==> src/hdl/ica_pkg.sv <==
// Shared types, codes and constants of the integer calculator ALU.
package ica_pkg;

    localparam int DATA_WIDTH = 32;
    localparam int MODE_W = 3;
    localparam int STATUS_W = 2;
    // Counter holds a bit index of a division and factorial steps up to FACT_ZERO_FROM.
    localparam int CNT_W = 6;
    // 34! holds 32 factors of two, so every factorial from here on wraps to zero.
    localparam int FACT_ZERO_FROM = 34;

    typedef enum logic [MODE_W-1:0] {
        MODE_ADD     = 3'd0,
        MODE_SUB     = 3'd1,
        MODE_MUL     = 3'd2,
        MODE_DIV     = 3'd3,
        MODE_POW     = 3'd4,
        MODE_SQRT    = 3'd5,
        MODE_FACT    = 3'd6,
        MODE_INVALID = 3'd7
    } ica_mode_t;

    typedef enum logic [STATUS_W-1:0] {
        ST_OK      = 2'd0,
        ST_DIVZERO = 2'd1,
        ST_NEG     = 2'd2,
        ST_INVALID = 2'd3
    } ica_status_t;

    typedef enum logic [1:0] {
        OP_ADD = 2'd0,
        OP_SUB = 2'd1,
        OP_MUL = 2'd2
    } ica_op_t;

    typedef enum logic [2:0] {
        S_IDLE,
        S_DIV,
        S_FIX,
        S_POW_MUL,
        S_POW_SQR,
        S_SQRT,
        S_FACT,
        S_DONE
    } ica_state_t;

    // request to the shared arithmetic unit
    typedef struct packed {
        ica_op_t               op;
        logic [DATA_WIDTH-1:0] x;
        logic [DATA_WIDTH-1:0] y;
    } ica_req_t;

    // answer of the shared arithmetic unit
    typedef struct packed {
        logic [DATA_WIDTH-1:0] value;
        logic                  borrow;
    } ica_rsp_t;

endpackage

==> src/hdl/ica_unit.sv <==
// Shared arithmetic unit: add, subtract with borrow, low-half multiply.
module ica_unit (
    input  ica_pkg::ica_req_t req,
    output ica_pkg::ica_rsp_t rsp
);

    logic [ica_pkg::DATA_WIDTH:0]     diff;
    logic [2*ica_pkg::DATA_WIDTH-1:0] prod;

    assign diff = {1'b0, req.x} - {1'b0, req.y};
    assign prod = req.x * req.y;

    always_comb
    begin
        rsp.borrow = diff[ica_pkg::DATA_WIDTH];
        case (req.op)
            ica_pkg::OP_ADD: rsp.value = req.x + req.y;
            ica_pkg::OP_SUB: rsp.value = diff[ica_pkg::DATA_WIDTH-1:0];
            ica_pkg::OP_MUL: rsp.value = prod[ica_pkg::DATA_WIDTH-1:0];
            default:         rsp.value = '0;
        endcase
    end

endmodule

==> src/hdl/ica_seq.sv <==
// Sequencer: decodes a word, drives the shared unit step by step, holds the answer.
module ica_seq (
    input  logic                              clk,
    input  logic                              rst_n,
    input  logic                              in_valid,
    output logic                              in_ready,
    input  logic [ica_pkg::MODE_W-1:0]        mode,
    input  logic [ica_pkg::DATA_WIDTH-1:0]    operand_a,
    input  logic [ica_pkg::DATA_WIDTH-1:0]    operand_b,
    output logic                              done_valid,
    input  logic                              done_ready,
    output logic [ica_pkg::DATA_WIDTH-1:0]    result,
    output logic [ica_pkg::STATUS_W-1:0]      status,
    output ica_pkg::ica_req_t                 req,
    input  ica_pkg::ica_rsp_t                 rsp
);

    localparam int W = ica_pkg::DATA_WIDTH;
    localparam logic [W-1:0] ONE = W'(1);
    localparam logic [W-1:0] SQRT_TOP = {2'b01, {(W-2){1'b0}}};

    ica_pkg::ica_state_t  state_reg, state_next;
    ica_pkg::ica_mode_t   mode_reg, mode_next;
    ica_pkg::ica_status_t status_reg, status_next;
    logic [W-1:0]         a_reg, a_next;
    logic [W-1:0]         b_reg, b_next;
    logic [W-1:0]         acc_reg, acc_next;
    logic [W-1:0]         rem_reg, rem_next;
    logic [W-1:0]         res_reg, res_next;
    logic [ica_pkg::CNT_W-1:0] cnt_reg, cnt_next;
    logic [ica_pkg::CNT_W-1:0] lim_reg, lim_next;
    logic                 neg_reg, neg_next;
    logic [W-1:0]         abs_a, abs_b, sqrt_acc;

    assign abs_a = operand_a[W-1] ? (~operand_a + ONE) : operand_a;
    assign abs_b = operand_b[W-1] ? (~operand_b + ONE) : operand_b;
    assign sqrt_acc = rsp.borrow ? (acc_reg >> 1) : ((acc_reg >> 1) | b_reg);

    assign result = res_reg;
    assign status = status_reg;

    always_ff @(posedge clk or negedge rst_n)
    begin
        if (!rst_n)
        begin
            state_reg <= ica_pkg::S_IDLE;
        end
        else
        begin
            state_reg <= state_next;
        end
    end

    always_ff @(posedge clk)
    begin
        mode_reg   <= mode_next;
        status_reg <= status_next;
        a_reg      <= a_next;
        b_reg      <= b_next;
        acc_reg    <= acc_next;
        rem_reg    <= rem_next;
        res_reg    <= res_next;
        cnt_reg    <= cnt_next;
        lim_reg    <= lim_next;
        neg_reg    <= neg_next;
    end

    always_comb
    begin
        state_next  = state_reg;
        mode_next   = mode_reg;
        status_next = status_reg;
        a_next      = a_reg;
        b_next      = b_reg;
        acc_next    = acc_reg;
        rem_next    = rem_reg;
        res_next    = res_reg;
        cnt_next    = cnt_reg;
        lim_next    = lim_reg;
        neg_next    = neg_reg;
        in_ready    = 1'b0;
        done_valid  = 1'b0;
        req.op      = ica_pkg::OP_ADD;
        req.x       = '0;
        req.y       = '0;

        case (state_reg)
            ica_pkg::S_IDLE:
            begin
                in_ready = 1'b1;
                if (in_valid)
                begin
                    mode_next   = ica_pkg::ica_mode_t'(mode);
                    status_next = ica_pkg::ST_OK;
                    res_next    = '0;
                    state_next  = ica_pkg::S_DONE;
                    case (ica_pkg::ica_mode_t'(mode))
                        ica_pkg::MODE_ADD, ica_pkg::MODE_SUB, ica_pkg::MODE_MUL:
                        begin
                            req.op = (ica_pkg::ica_mode_t'(mode) == ica_pkg::MODE_ADD)
                                   ? ica_pkg::OP_ADD
                                   : (ica_pkg::ica_mode_t'(mode) == ica_pkg::MODE_SUB)
                                   ? ica_pkg::OP_SUB : ica_pkg::OP_MUL;
                            req.x    = operand_a;
                            req.y    = operand_b;
                            res_next = rsp.value;
                        end
                        ica_pkg::MODE_DIV:
                        begin
                            if (operand_b == '0)
                            begin
                                status_next = ica_pkg::ST_DIVZERO;
                            end
                            else
                            begin
                                a_next     = abs_a;
                                b_next     = abs_b;
                                rem_next   = '0;
                                neg_next   = operand_a[W-1] ^ operand_b[W-1];
                                cnt_next   = ica_pkg::CNT_W'(W - 1);
                                state_next = ica_pkg::S_DIV;
                            end
                        end
                        ica_pkg::MODE_POW:
                        begin
                            if (operand_b[W-1])
                            begin
                                // negative exponent: only bases of zero and plus or minus one matter
                                if (operand_a == '0)
                                    status_next = ica_pkg::ST_DIVZERO;
                                else if (operand_a == ONE)
                                    res_next = ONE;
                                else if (operand_a == '1)
                                    res_next = operand_b[0] ? '1 : ONE;
                            end
                            else
                            begin
                                acc_next   = ONE;
                                a_next     = operand_a;
                                b_next     = operand_b;
                                state_next = ica_pkg::S_POW_MUL;
                            end
                        end
                        ica_pkg::MODE_SQRT:
                        begin
                            if (operand_a[W-1])
                            begin
                                status_next = ica_pkg::ST_NEG;
                            end
                            else
                            begin
                                a_next     = operand_a;
                                acc_next   = '0;
                                b_next     = SQRT_TOP;
                                state_next = ica_pkg::S_SQRT;
                            end
                        end
                        ica_pkg::MODE_FACT:
                        begin
                            if (operand_a[W-1])
                                status_next = ica_pkg::ST_NEG;
                            else if (operand_a < W'(ica_pkg::FACT_ZERO_FROM))
                            begin
                                acc_next   = ONE;
                                lim_next   = operand_a[ica_pkg::CNT_W-1:0];
                                cnt_next   = ica_pkg::CNT_W'(2);
                                state_next = ica_pkg::S_FACT;
                            end
                        end
                        default:
                        begin
                            status_next = ica_pkg::ST_INVALID;
                        end
                    endcase
                end
            end

            ica_pkg::S_DIV:
            begin
                // restoring division, one quotient bit a cycle into a_reg
                req.op = ica_pkg::OP_SUB;
                req.x  = {rem_reg[W-2:0], a_reg[W-1]};
                req.y  = b_reg;
                rem_next = rsp.borrow ? req.x : rsp.value;
                a_next   = {a_reg[W-2:0], ~rsp.borrow};
                cnt_next = cnt_reg - 1'b1;
                if (cnt_reg == '0)
                    state_next = ica_pkg::S_FIX;
            end

            ica_pkg::S_FIX:
            begin
                req.op     = ica_pkg::OP_SUB;
                req.x      = '0;
                req.y      = a_reg;
                res_next   = neg_reg ? rsp.value : a_reg;
                state_next = ica_pkg::S_DONE;
            end

            ica_pkg::S_POW_MUL:
            begin
                req.op = ica_pkg::OP_MUL;
                req.x  = acc_reg;
                req.y  = a_reg;
                if (b_reg == '0)
                begin
                    res_next   = acc_reg;
                    state_next = ica_pkg::S_DONE;
                end
                else
                begin
                    if (b_reg[0])
                        acc_next = rsp.value;
                    state_next = ica_pkg::S_POW_SQR;
                end
            end

            ica_pkg::S_POW_SQR:
            begin
                req.op     = ica_pkg::OP_MUL;
                req.x      = a_reg;
                req.y      = a_reg;
                a_next     = rsp.value;
                b_next     = b_reg >> 1;
                state_next = ica_pkg::S_POW_MUL;
            end

            ica_pkg::S_SQRT:
            begin
                // root and trial bit never overlap, so their sum is an OR
                req.op   = ica_pkg::OP_SUB;
                req.x    = a_reg;
                req.y    = acc_reg | b_reg;
                if (!rsp.borrow)
                    a_next = rsp.value;
                acc_next = sqrt_acc;
                b_next   = b_reg >> 2;
                if (b_reg[0])
                begin
                    res_next   = sqrt_acc;
                    state_next = ica_pkg::S_DONE;
                end
            end

            ica_pkg::S_FACT:
            begin
                req.op = ica_pkg::OP_MUL;
                req.x  = acc_reg;
                req.y  = W'(cnt_reg);
                if (cnt_reg > lim_reg)
                begin
                    res_next   = acc_reg;
                    state_next = ica_pkg::S_DONE;
                end
                else
                begin
                    acc_next = rsp.value;
                    cnt_next = cnt_reg + 1'b1;
                end
            end

            ica_pkg::S_DONE:
            begin
                done_valid = 1'b1;
                if (done_ready)
                    state_next = ica_pkg::S_IDLE;
            end

            default:
            begin
                state_next = ica_pkg::S_IDLE;
            end
        endcase
    end

    a_err_zero: assert property (@(posedge clk) disable iff (!rst_n)
        done_valid && (status_reg != ica_pkg::ST_OK) |-> (res_reg == '0))
        else $error("error word carries a nonzero result");

    a_divzero_src: assert property (@(posedge clk) disable iff (!rst_n)
        done_valid && (status_reg == ica_pkg::ST_DIVZERO)
        |-> (mode_reg == ica_pkg::MODE_DIV || mode_reg == ica_pkg::MODE_POW))
        else $error("divide-by-zero status from an operation that cannot divide");

    a_div_end: assert property (@(posedge clk) disable iff (!rst_n)
        (state_reg == ica_pkg::S_DIV) && (cnt_reg == '0) |=> (state_reg == ica_pkg::S_FIX))
        else $error("division did not finish after its last quotient bit");

    a_sqrt_bit: assert property (@(posedge clk) disable iff (!rst_n)
        (state_reg == ica_pkg::S_SQRT) |-> $onehot(b_reg))
        else $error("square root trial bit lost its single set bit");

endmodule

==> src/hdl/integer_calculator_alu.sv <==
// Top level of the multicycle integer calculator ALU.
//
// Input channel s_axis: one word carries an operation in tuser and two signed 32-bit
// operands in tdata. Output channel m_axis: one word carries the 32-bit result in tdata
// and a status in tuser (ok, divide by zero, negative operand, invalid mode).
// Every input word gives exactly one output word, in order.
//
// Work per operation, from the word taken to its result on m_axis:
//   add, sub, mul, errors, negative exponents, factorial of 34 and up: set when taken
//   divide: one quotient bit a cycle, then a sign fix-up
//   square root: one root bit, two radicand bits a cycle
//   power: square and multiply, a multiply step and a squaring step per exponent bit
//   factorial of n below 34: one multiply per factor from 2 to n
// All long operations run through one shared add/subtract/multiply unit under the
// sequencer, so only one word is in work at a time and s_axis_tready is low meanwhile.
// Reset clears the sequencer and empties the output register.
// When the receiver stalls, the finished word waits in the output register and the
// block takes and works on the next input word; it then waits for the register to drain.
module integer_calculator_alu (
    input  logic        clk,
    input  logic        rst_n,
    input  logic        s_axis_tvalid,
    output logic        s_axis_tready,
    input  logic [63:0] s_axis_tdata,   // operand_a [31:0], operand_b [63:32]
    input  logic [2:0]  s_axis_tuser,   // mode [2:0]
    output logic        m_axis_tvalid,
    input  logic        m_axis_tready,
    output logic [31:0] m_axis_tdata,   // result [31:0]
    output logic [1:0]  m_axis_tuser    // status [1:0]
);

    localparam int W = ica_pkg::DATA_WIDTH;

    ica_pkg::ica_req_t req;
    ica_pkg::ica_rsp_t rsp;

    logic                         done_valid;
    logic                         done_ready;
    logic [W-1:0]                 seq_result;
    logic [ica_pkg::STATUS_W-1:0] seq_status;

    logic                         out_valid_reg, out_valid_next;
    logic [W-1:0]                 out_data_reg, out_data_next;
    logic [ica_pkg::STATUS_W-1:0] out_user_reg, out_user_next;

    ica_unit u_unit (
        .req (req),
        .rsp (rsp)
    );

    ica_seq u_seq (
        .clk        (clk),
        .rst_n      (rst_n),
        .in_valid   (s_axis_tvalid),
        .in_ready   (s_axis_tready),
        .mode       (s_axis_tuser),
        .operand_a  (s_axis_tdata[31:0]),
        .operand_b  (s_axis_tdata[63:32]),
        .done_valid (done_valid),
        .done_ready (done_ready),
        .result     (seq_result),
        .status     (seq_status),
        .req        (req),
        .rsp        (rsp)
    );

    // output register: free when empty or being drained this cycle
    assign done_ready = !out_valid_reg || m_axis_tready;

    always_comb
    begin
        out_valid_next = out_valid_reg;
        out_data_next  = out_data_reg;
        out_user_next  = out_user_reg;
        if (done_ready)
        begin
            out_valid_next = done_valid;
            if (done_valid)
            begin
                out_data_next = seq_result;
                out_user_next = seq_status;
            end
        end
    end

    always_ff @(posedge clk or negedge rst_n)
    begin
        if (!rst_n)
        begin
            out_valid_reg <= 1'b0;
        end
        else
        begin
            out_valid_reg <= out_valid_next;
        end
    end

    always_ff @(posedge clk)
    begin
        out_data_reg <= out_data_next;
        out_user_reg <= out_user_next;
    end

    assign m_axis_tvalid = out_valid_reg;
    assign m_axis_tdata  = out_data_reg;
    assign m_axis_tuser  = out_user_reg;

endmodule
==> config.mk <==
export PLATFORM = sky130hd
export DESIGN_NAME = integer_calculator_alu
export DESIGN_NICKNAME = d
export VERILOG_FILES = /design/src/hdl/ica_pkg.sv /design/src/hdl/ica_unit.sv /design/src/hdl/ica_seq.sv /design/src/hdl/integer_calculator_alu.sv
export SDC_FILE = /design/constraint.sdc
export NUM_CORES = 2
export LEC_CHECK = 0
export ABC_AREA = 1
export ABC_CLOCK_PERIOD_IN_PS = 10600
export BUFFER_PORTS_ARGS = -buffer_cell sky130_fd_sc_hd__clkbuf_2
export CAP_MARGIN = 10
export CORE_UTILIZATION = 30
export CTS_BUF_LIST = sky130_fd_sc_hd__clkbuf_4 sky130_fd_sc_hd__clkbuf_8
export DETAILED_ROUTE_END_ITERATION = 10
export PLACE_DENSITY = 0.45
export SYNTH_ARGS = -nofsm -noshare
export SYNTH_HDL_FRONTEND = slang
export SYNTH_SLANG_ARGS = --single-unit
==> constraint.sdc <==
create_clock -name clk -period 10.6 [get_ports clk]
set_input_delay 0.53 -clock clk [delete_from_list [all_inputs] [get_ports clk]]
set_output_delay 0.53 -clock clk [all_outputs]
set_load 0.1 [all_outputs]
## After elaboration in Yosys (flattened, before gate mapping)

Index checks and enable logic that the tools add are counted.

| storage, ports and cells | value |
|---|---|
| bits in registers | 212 |
| bits of input ports | 71 |

| operators by class | value |
|---|---|
| multiplexer cells | 76 |
| reductions and logical operators | 28 |
| bitwise operators | 8 |
| equal/unequal tests | 37 |
| magnitude comparators | 2 |
| multipliers | 1 |
| add/subtract/negate cells | 6 |

Operators with widths:

| cell | count |
|---|---|
| $mux W32 | 30 |
| $pmux W32 S3 | 5 |
| $pmux W66 S7 | 1 |
| $pmux W32 S4 | 2 |
| $pmux W32 S5 | 1 |
| $mux W66 | 2 |
| $mux W31 | 4 |
| $logic_not A32 Y1 | 3 |
| $add A32 B1 Y32 const B | 2 |
| $not A32 Y32 | 2 |
| $pmux W32 S2 | 1 |
| $pmux W31 S2 | 1 |
| $sub A32 B32 Y33 | 1 |
| $add A32 B32 Y32 | 1 |
| $eq A32 B1 Y1 const B | 1 |
| $eq A32 B32 Y1 const B | 1 |
| $lt A32 B6 Y1 const B | 1 |
| $mul A32 B32 Y32 | 1 |
| $or A31 B32 Y32 | 1 |
| $or A32 B32 Y32 | 1 |
| $mux W6 | 5 |
| $mux W3 | 8 |
| $pmux W3 S8 | 1 |
| $eq A3 B3 Y1 const B | 7 |
| 37 further kinds | 75 |

## Depth between registers and ports, before layout

| depth | value |
|---|---|
| depth after elaboration | 11 |
| mapped depth | 48 |

## Cells and area by module

A second synthesis with hierarchy kept.

| second synthesis, totals | value |
|---|---|
| cell total of the unflattened synthesis | 4835 |
| area total of the unflattened synthesis | 35173.7 um^2 |

Modules (own cells, without submodules):

| module | area an instance (um^2) | instances | sequential area each (um^2) | cells an instance |
|---|---|---|---|---|
| ica_unit | 20938.8 | 1 | 0.0 | 3039 |
| ica_seq | 13168.9 | 1 | 5300.1 | 1756 |
| integer_calculator_alu | 1066.0 | 1 | 1046.0 | 40 |

## Worst setup path after synthesis

OpenSTA, ideal clock, no wires.

| timing | value |
|---|---|
| path kind | reg2reg |
| start | register u_seq.state_reg[1] |
| end | register u_seq.res_reg[29] (netlist: u_seq.result[29]) (data pin) |
| data arrival time | 7.986 ns |
| clock period less this slack | 8.247 ns |
| required time | 10.339 ns |
| buffers on the path | 4 |
| library setup time | 0.261 ns |
| path slack | 2.353 ns |
| cell stages (with the launch flop) | 43 |
| cell sequence | dfrtp_1 > buf_6 > inv_8 > nand2_4 > nor2_4 > buf_2 > nand3_1 > nand3_1 > clkbuf_1 > nand2_1 > inv_1 > buf_1 > nand2_1 > fa_1 > inv_1 > fa_1 > inv_1 > fa_1 > (+7 left out) > ha_1 > nand2_1 > nor3_1 > nand2_1 > o21bai_1 > a21oi_1 > inv_1 > nand2_1 > nand2_1 > a21oi_1 > o21ai_0 > a21oi_1 > inv_1 > nand2_1 > nand3_1 > nand3_1 > o21ai_0 > nand3_1 |

| on the way | value |
|---|---|
| longest elaborated chain between the ends | 7 |
| elaborated cells between the ends (all ways) | 21 |

RTL lines:

| what | line | source |
|---|---|---|
| start, declared | ica_seq.sv:22 | `ica_pkg::ica_state_t state_reg, state_next;` |
| start signal, assigned | ica_seq.sv:46 | `state_reg <= ica_pkg::S_IDLE;` |
| start signal, assigned | ica_seq.sv:50 | `state_reg <= state_next;` |
| $eq A3 B3 Y1 (tied with other cells) | ica_seq.sv:87 | `case (state_reg)` |
| $pmux W66 S7 | ica_seq.sv:87 |  |
| $mul A32 B32 Y32 (tied with other cells) | ica_unit.sv:11 | `assign prod = req.x * req.y;` |
| $pmux W32 S3 | ica_unit.sv:16 | `case (req.op)` |
| $pmux W32 S2 | ica_seq.sv:97 | `case (ica_pkg::ica_mode_t'(mode))` |
| $mux W32 | ica_seq.sv:91 | `if (in_valid)` |
| $pmux W32 S5 * | ica_seq.sv:87 |  |
| net u_seq.res_next[29] | ica_seq.sv:29 | `logic [W-1:0] res_reg, res_next;` |
| end signal, assigned | ica_seq.sv:62 | `res_reg <= res_next;` |
| end, declared | ica_seq.sv:29 |  |

Mark *: on every way through the listed nets, which the timed path passes. The rest lies on a longest branch. The select of a mux whose other input is x is not followed.
A chain may end at the register's enable or synchronous reset.

## Worst setup path in the final report

| timing | value |
|---|---|
| start | register u_seq.state_reg[1] |
| end | register u_seq.res_reg[28] (netlist: u_seq.result[28]) (data pin) |

Same word-level chain as after synthesis.

==> metrics.txt <==
worst hold path class=in -> reg; library cells used by synthesis=63; WP data required=10.89 ns; share of cells above drive strength 1=8.87%; 1st-iter DRT viols=3,330; Hold Vio Cnt, Final=0; total setup buffers inserted after CTS=0; gr usage total=27.9%; CP Class=reg -> reg; synthesis-stage register bit count=212; H-tree levels=2; R2R Setup Slk=0.18 ns; Arr. time, crit path=10.70 ns; synth-to-layout area growth=10.2%; die width=339 microns; clk buf depth=3; CP Capture Type=flip-flop; worst-path fanout max=14; Post-synth top flop=edfxtp_1; Max Clk Rate=0.0960 GHz; Clock transition at path regs=0.07 ns; Slew Limit Fails=0; Initial Utilization=30.3%; vias in the first global route=32,200; post-route cell area=37,600 sq um; fin crit period=10.42 ns; MaxCap Viol Count=0; Post-synth EDFFs=208; Worst Setup Start Kind=flip-flop; Clock Sinks=212; placer congestion estimate=0.997; WHS Path Cells=1; min-delay src=s_axis_tdata[3]; Crit path top cell by count=fa_1; post-route ant nets=0; commonest cells after routing, fill and taps aside=inv_1, nand2_1, nor2_1; warnings from Yosys=0; Gates resized, CTS repair=0; Core ar.=112,000 sq um; Fillers=12,200; Seq/Total Area, Yosys=18.6%; WL per Instance=26.1 microns; drt pass-1 iters=8; cts bufs inserted=38; Setup TNS=0 ns; placed standard-cell area=36,800 sq um; most common cell after layout, fill and taps aside=inv_1; RSZ-0062 raised after global routing=no; CTS tree=built; first-pass GRT wire length=233,000 microns; crit share post-route=98.3%; worst r2r path cells=30; Top Ports=107; overall die height=339 microns; Reg-to-Reg End=u_seq.result[28]; clock root cell=clkbuf_8; mapped cell area=34,100 sq um; Slew headroom=19.6%; GRT overflow=0; Final Setup Violations=0; Layout Skew=0.0556 ns; Reg-to-Reg Start=u_seq.state_reg[1]; outcome=complete, no violations; residual DRC count=0; Nets=5,381; final WL=163,000 microns; Hold Path End=u_seq.lim_reg[3]; crit-path max cell delay=1.04 ns; die area=115,000 sq um; placed wire-length estimate=134,000 microns; cell count after synthesis=4,584; largest net degree at the start of global routing=35; PortBufs=106; actual slew at the worst max-slew pin=1.19 ns; Via density=5.25; initial antenna violation count=6; row count=123; Syn Area/Cell=7.44 sq um; via count=32,700; slowest CP cell=nor4_1; asr flop ratio synth=1.89%; Clock Latency Late Sink=0.62 ns; syn nets=5,271
[timing repair]
action	in CTS	in global routing
hold endpoints to repair	4	0
hold buffers	1	0
endpoints found under the setup margin	0	0
[cell families (layout without fill, tap and decap cells)]
group	after synthesis	after routing	synth area share, %
and+or+nand+nor	1867	1867	23.6
DFF	212	212	18.6
xor gates and xnor gates	37	37	0.951
buffers and inverters	1143	1282	13.0
other	0	6	0
adders and majority gates	616	616	31.7
AOI/OAI and AO/OA	709	709	12.2
[Yosys cell counts, types with 17 or more instances]
library cell / number / area, sq um
a21oi_1: 261 / 1310
a31oi_1: 19 / 119
clkbuf_1: 117 / 439
edfxtp_1: 208 / 6250
fa_1: 411 / 8230
ha_1: 205 / 2560
inv_1: 955 / 3580
nand2_1: 874 / 3280
nand3_1: 212 / 1060
nand3_2: 22 / 220
nand4_1: 55 / 344
nor2_1: 552 / 2070
nor3_1: 51 / 255
nor4_1: 22 / 138
o211ai_1: 30 / 225
o21ai_0: 230 / 1150
o221ai_1: 38 / 333
o22ai_1: 19 / 119
or2_2: 17 / 106
xnor2_1: 17 / 149
xor2_1: 20 / 175
[how the worst max path moves through the flow]
stage          slack, ns                from          endpoint  cells after the start
4_1_cts             0.43  u_seq.state_reg[1]  u_seq.result[28]                     30
2_1_floorplan       2.35  u_seq.state_reg[1]  u_seq.result[29]                     42
5_1_grt             0.02  u_seq.state_reg[0]  u_seq.result[28]                     33
6_report            0.18  u_seq.state_reg[1]  u_seq.result[28]                     30
3_5_place_dp        0.48  u_seq.state_reg[1]  u_seq.result[28]                     30
3_3_place_gp        0.44  u_seq.state_reg[1]  u_seq.result[28]                     30
[through the flow]
stage          hold WS, ns  utilization, %  setup WS, ns  cells
2_1_floorplan        0.234               -          2.35   4584
3_3_place_gp         0.350            32.7         0.443   6152
3_5_place_dp         0.352            32.7         0.484   6152
4_1_cts              0.151            33.4         0.434   6222
5_1_grt              0.161            33.4        0.0187   6223
6_report             0.170            33.4         0.184   6229
[area by class of cell]
| cell class | count | area [sq um] | share of cell area (%) |
|---|---|---|---|
| flip-flops and latches | 212 | 6350 | 16.9 |
| diodes | 6 | 15.0 | 0.0400 |
| clock inverters | 21 | 108 | 0.287 |
| inverters | 976 | 3670 | 9.77 |
| repair buffers | 237 | 1560 | 4.15 |
| multi-input cells | 3229 | 23400 | 62.3 |
| clock buffers | 48 | 598 | 1.59 |
| well taps | 1500 | 1880 | 5.00 |
[routing by layer]
layer / share of wire [%] / wire length [microns] / global-route usage, %
met5: 0 / 0 / 0
met4: 2.9 / 4740 / 7.19
met3: 8.3 / 13500 / 4.77
met2: 45 / 73300 / 44.4
met1: 44 / 71000 / 39.0
[worst max-delay path, delay by kind of cell, from the launching register on]
family | cells | cell delay, ns
AO/OA/AOI/OAI | 4 | 0.73
adder cells (fa/ha/maj) | 9 | 4.31
buffers and inverters | 7 | 1.03
flip-flops | 1 | 0.59
AND/OR/NAND/NOR | 10 | 3.41
Power is left out: the tool's default activity adds up to more than one toggle a clock period on the data nets, which glitch-free logic cannot reach.
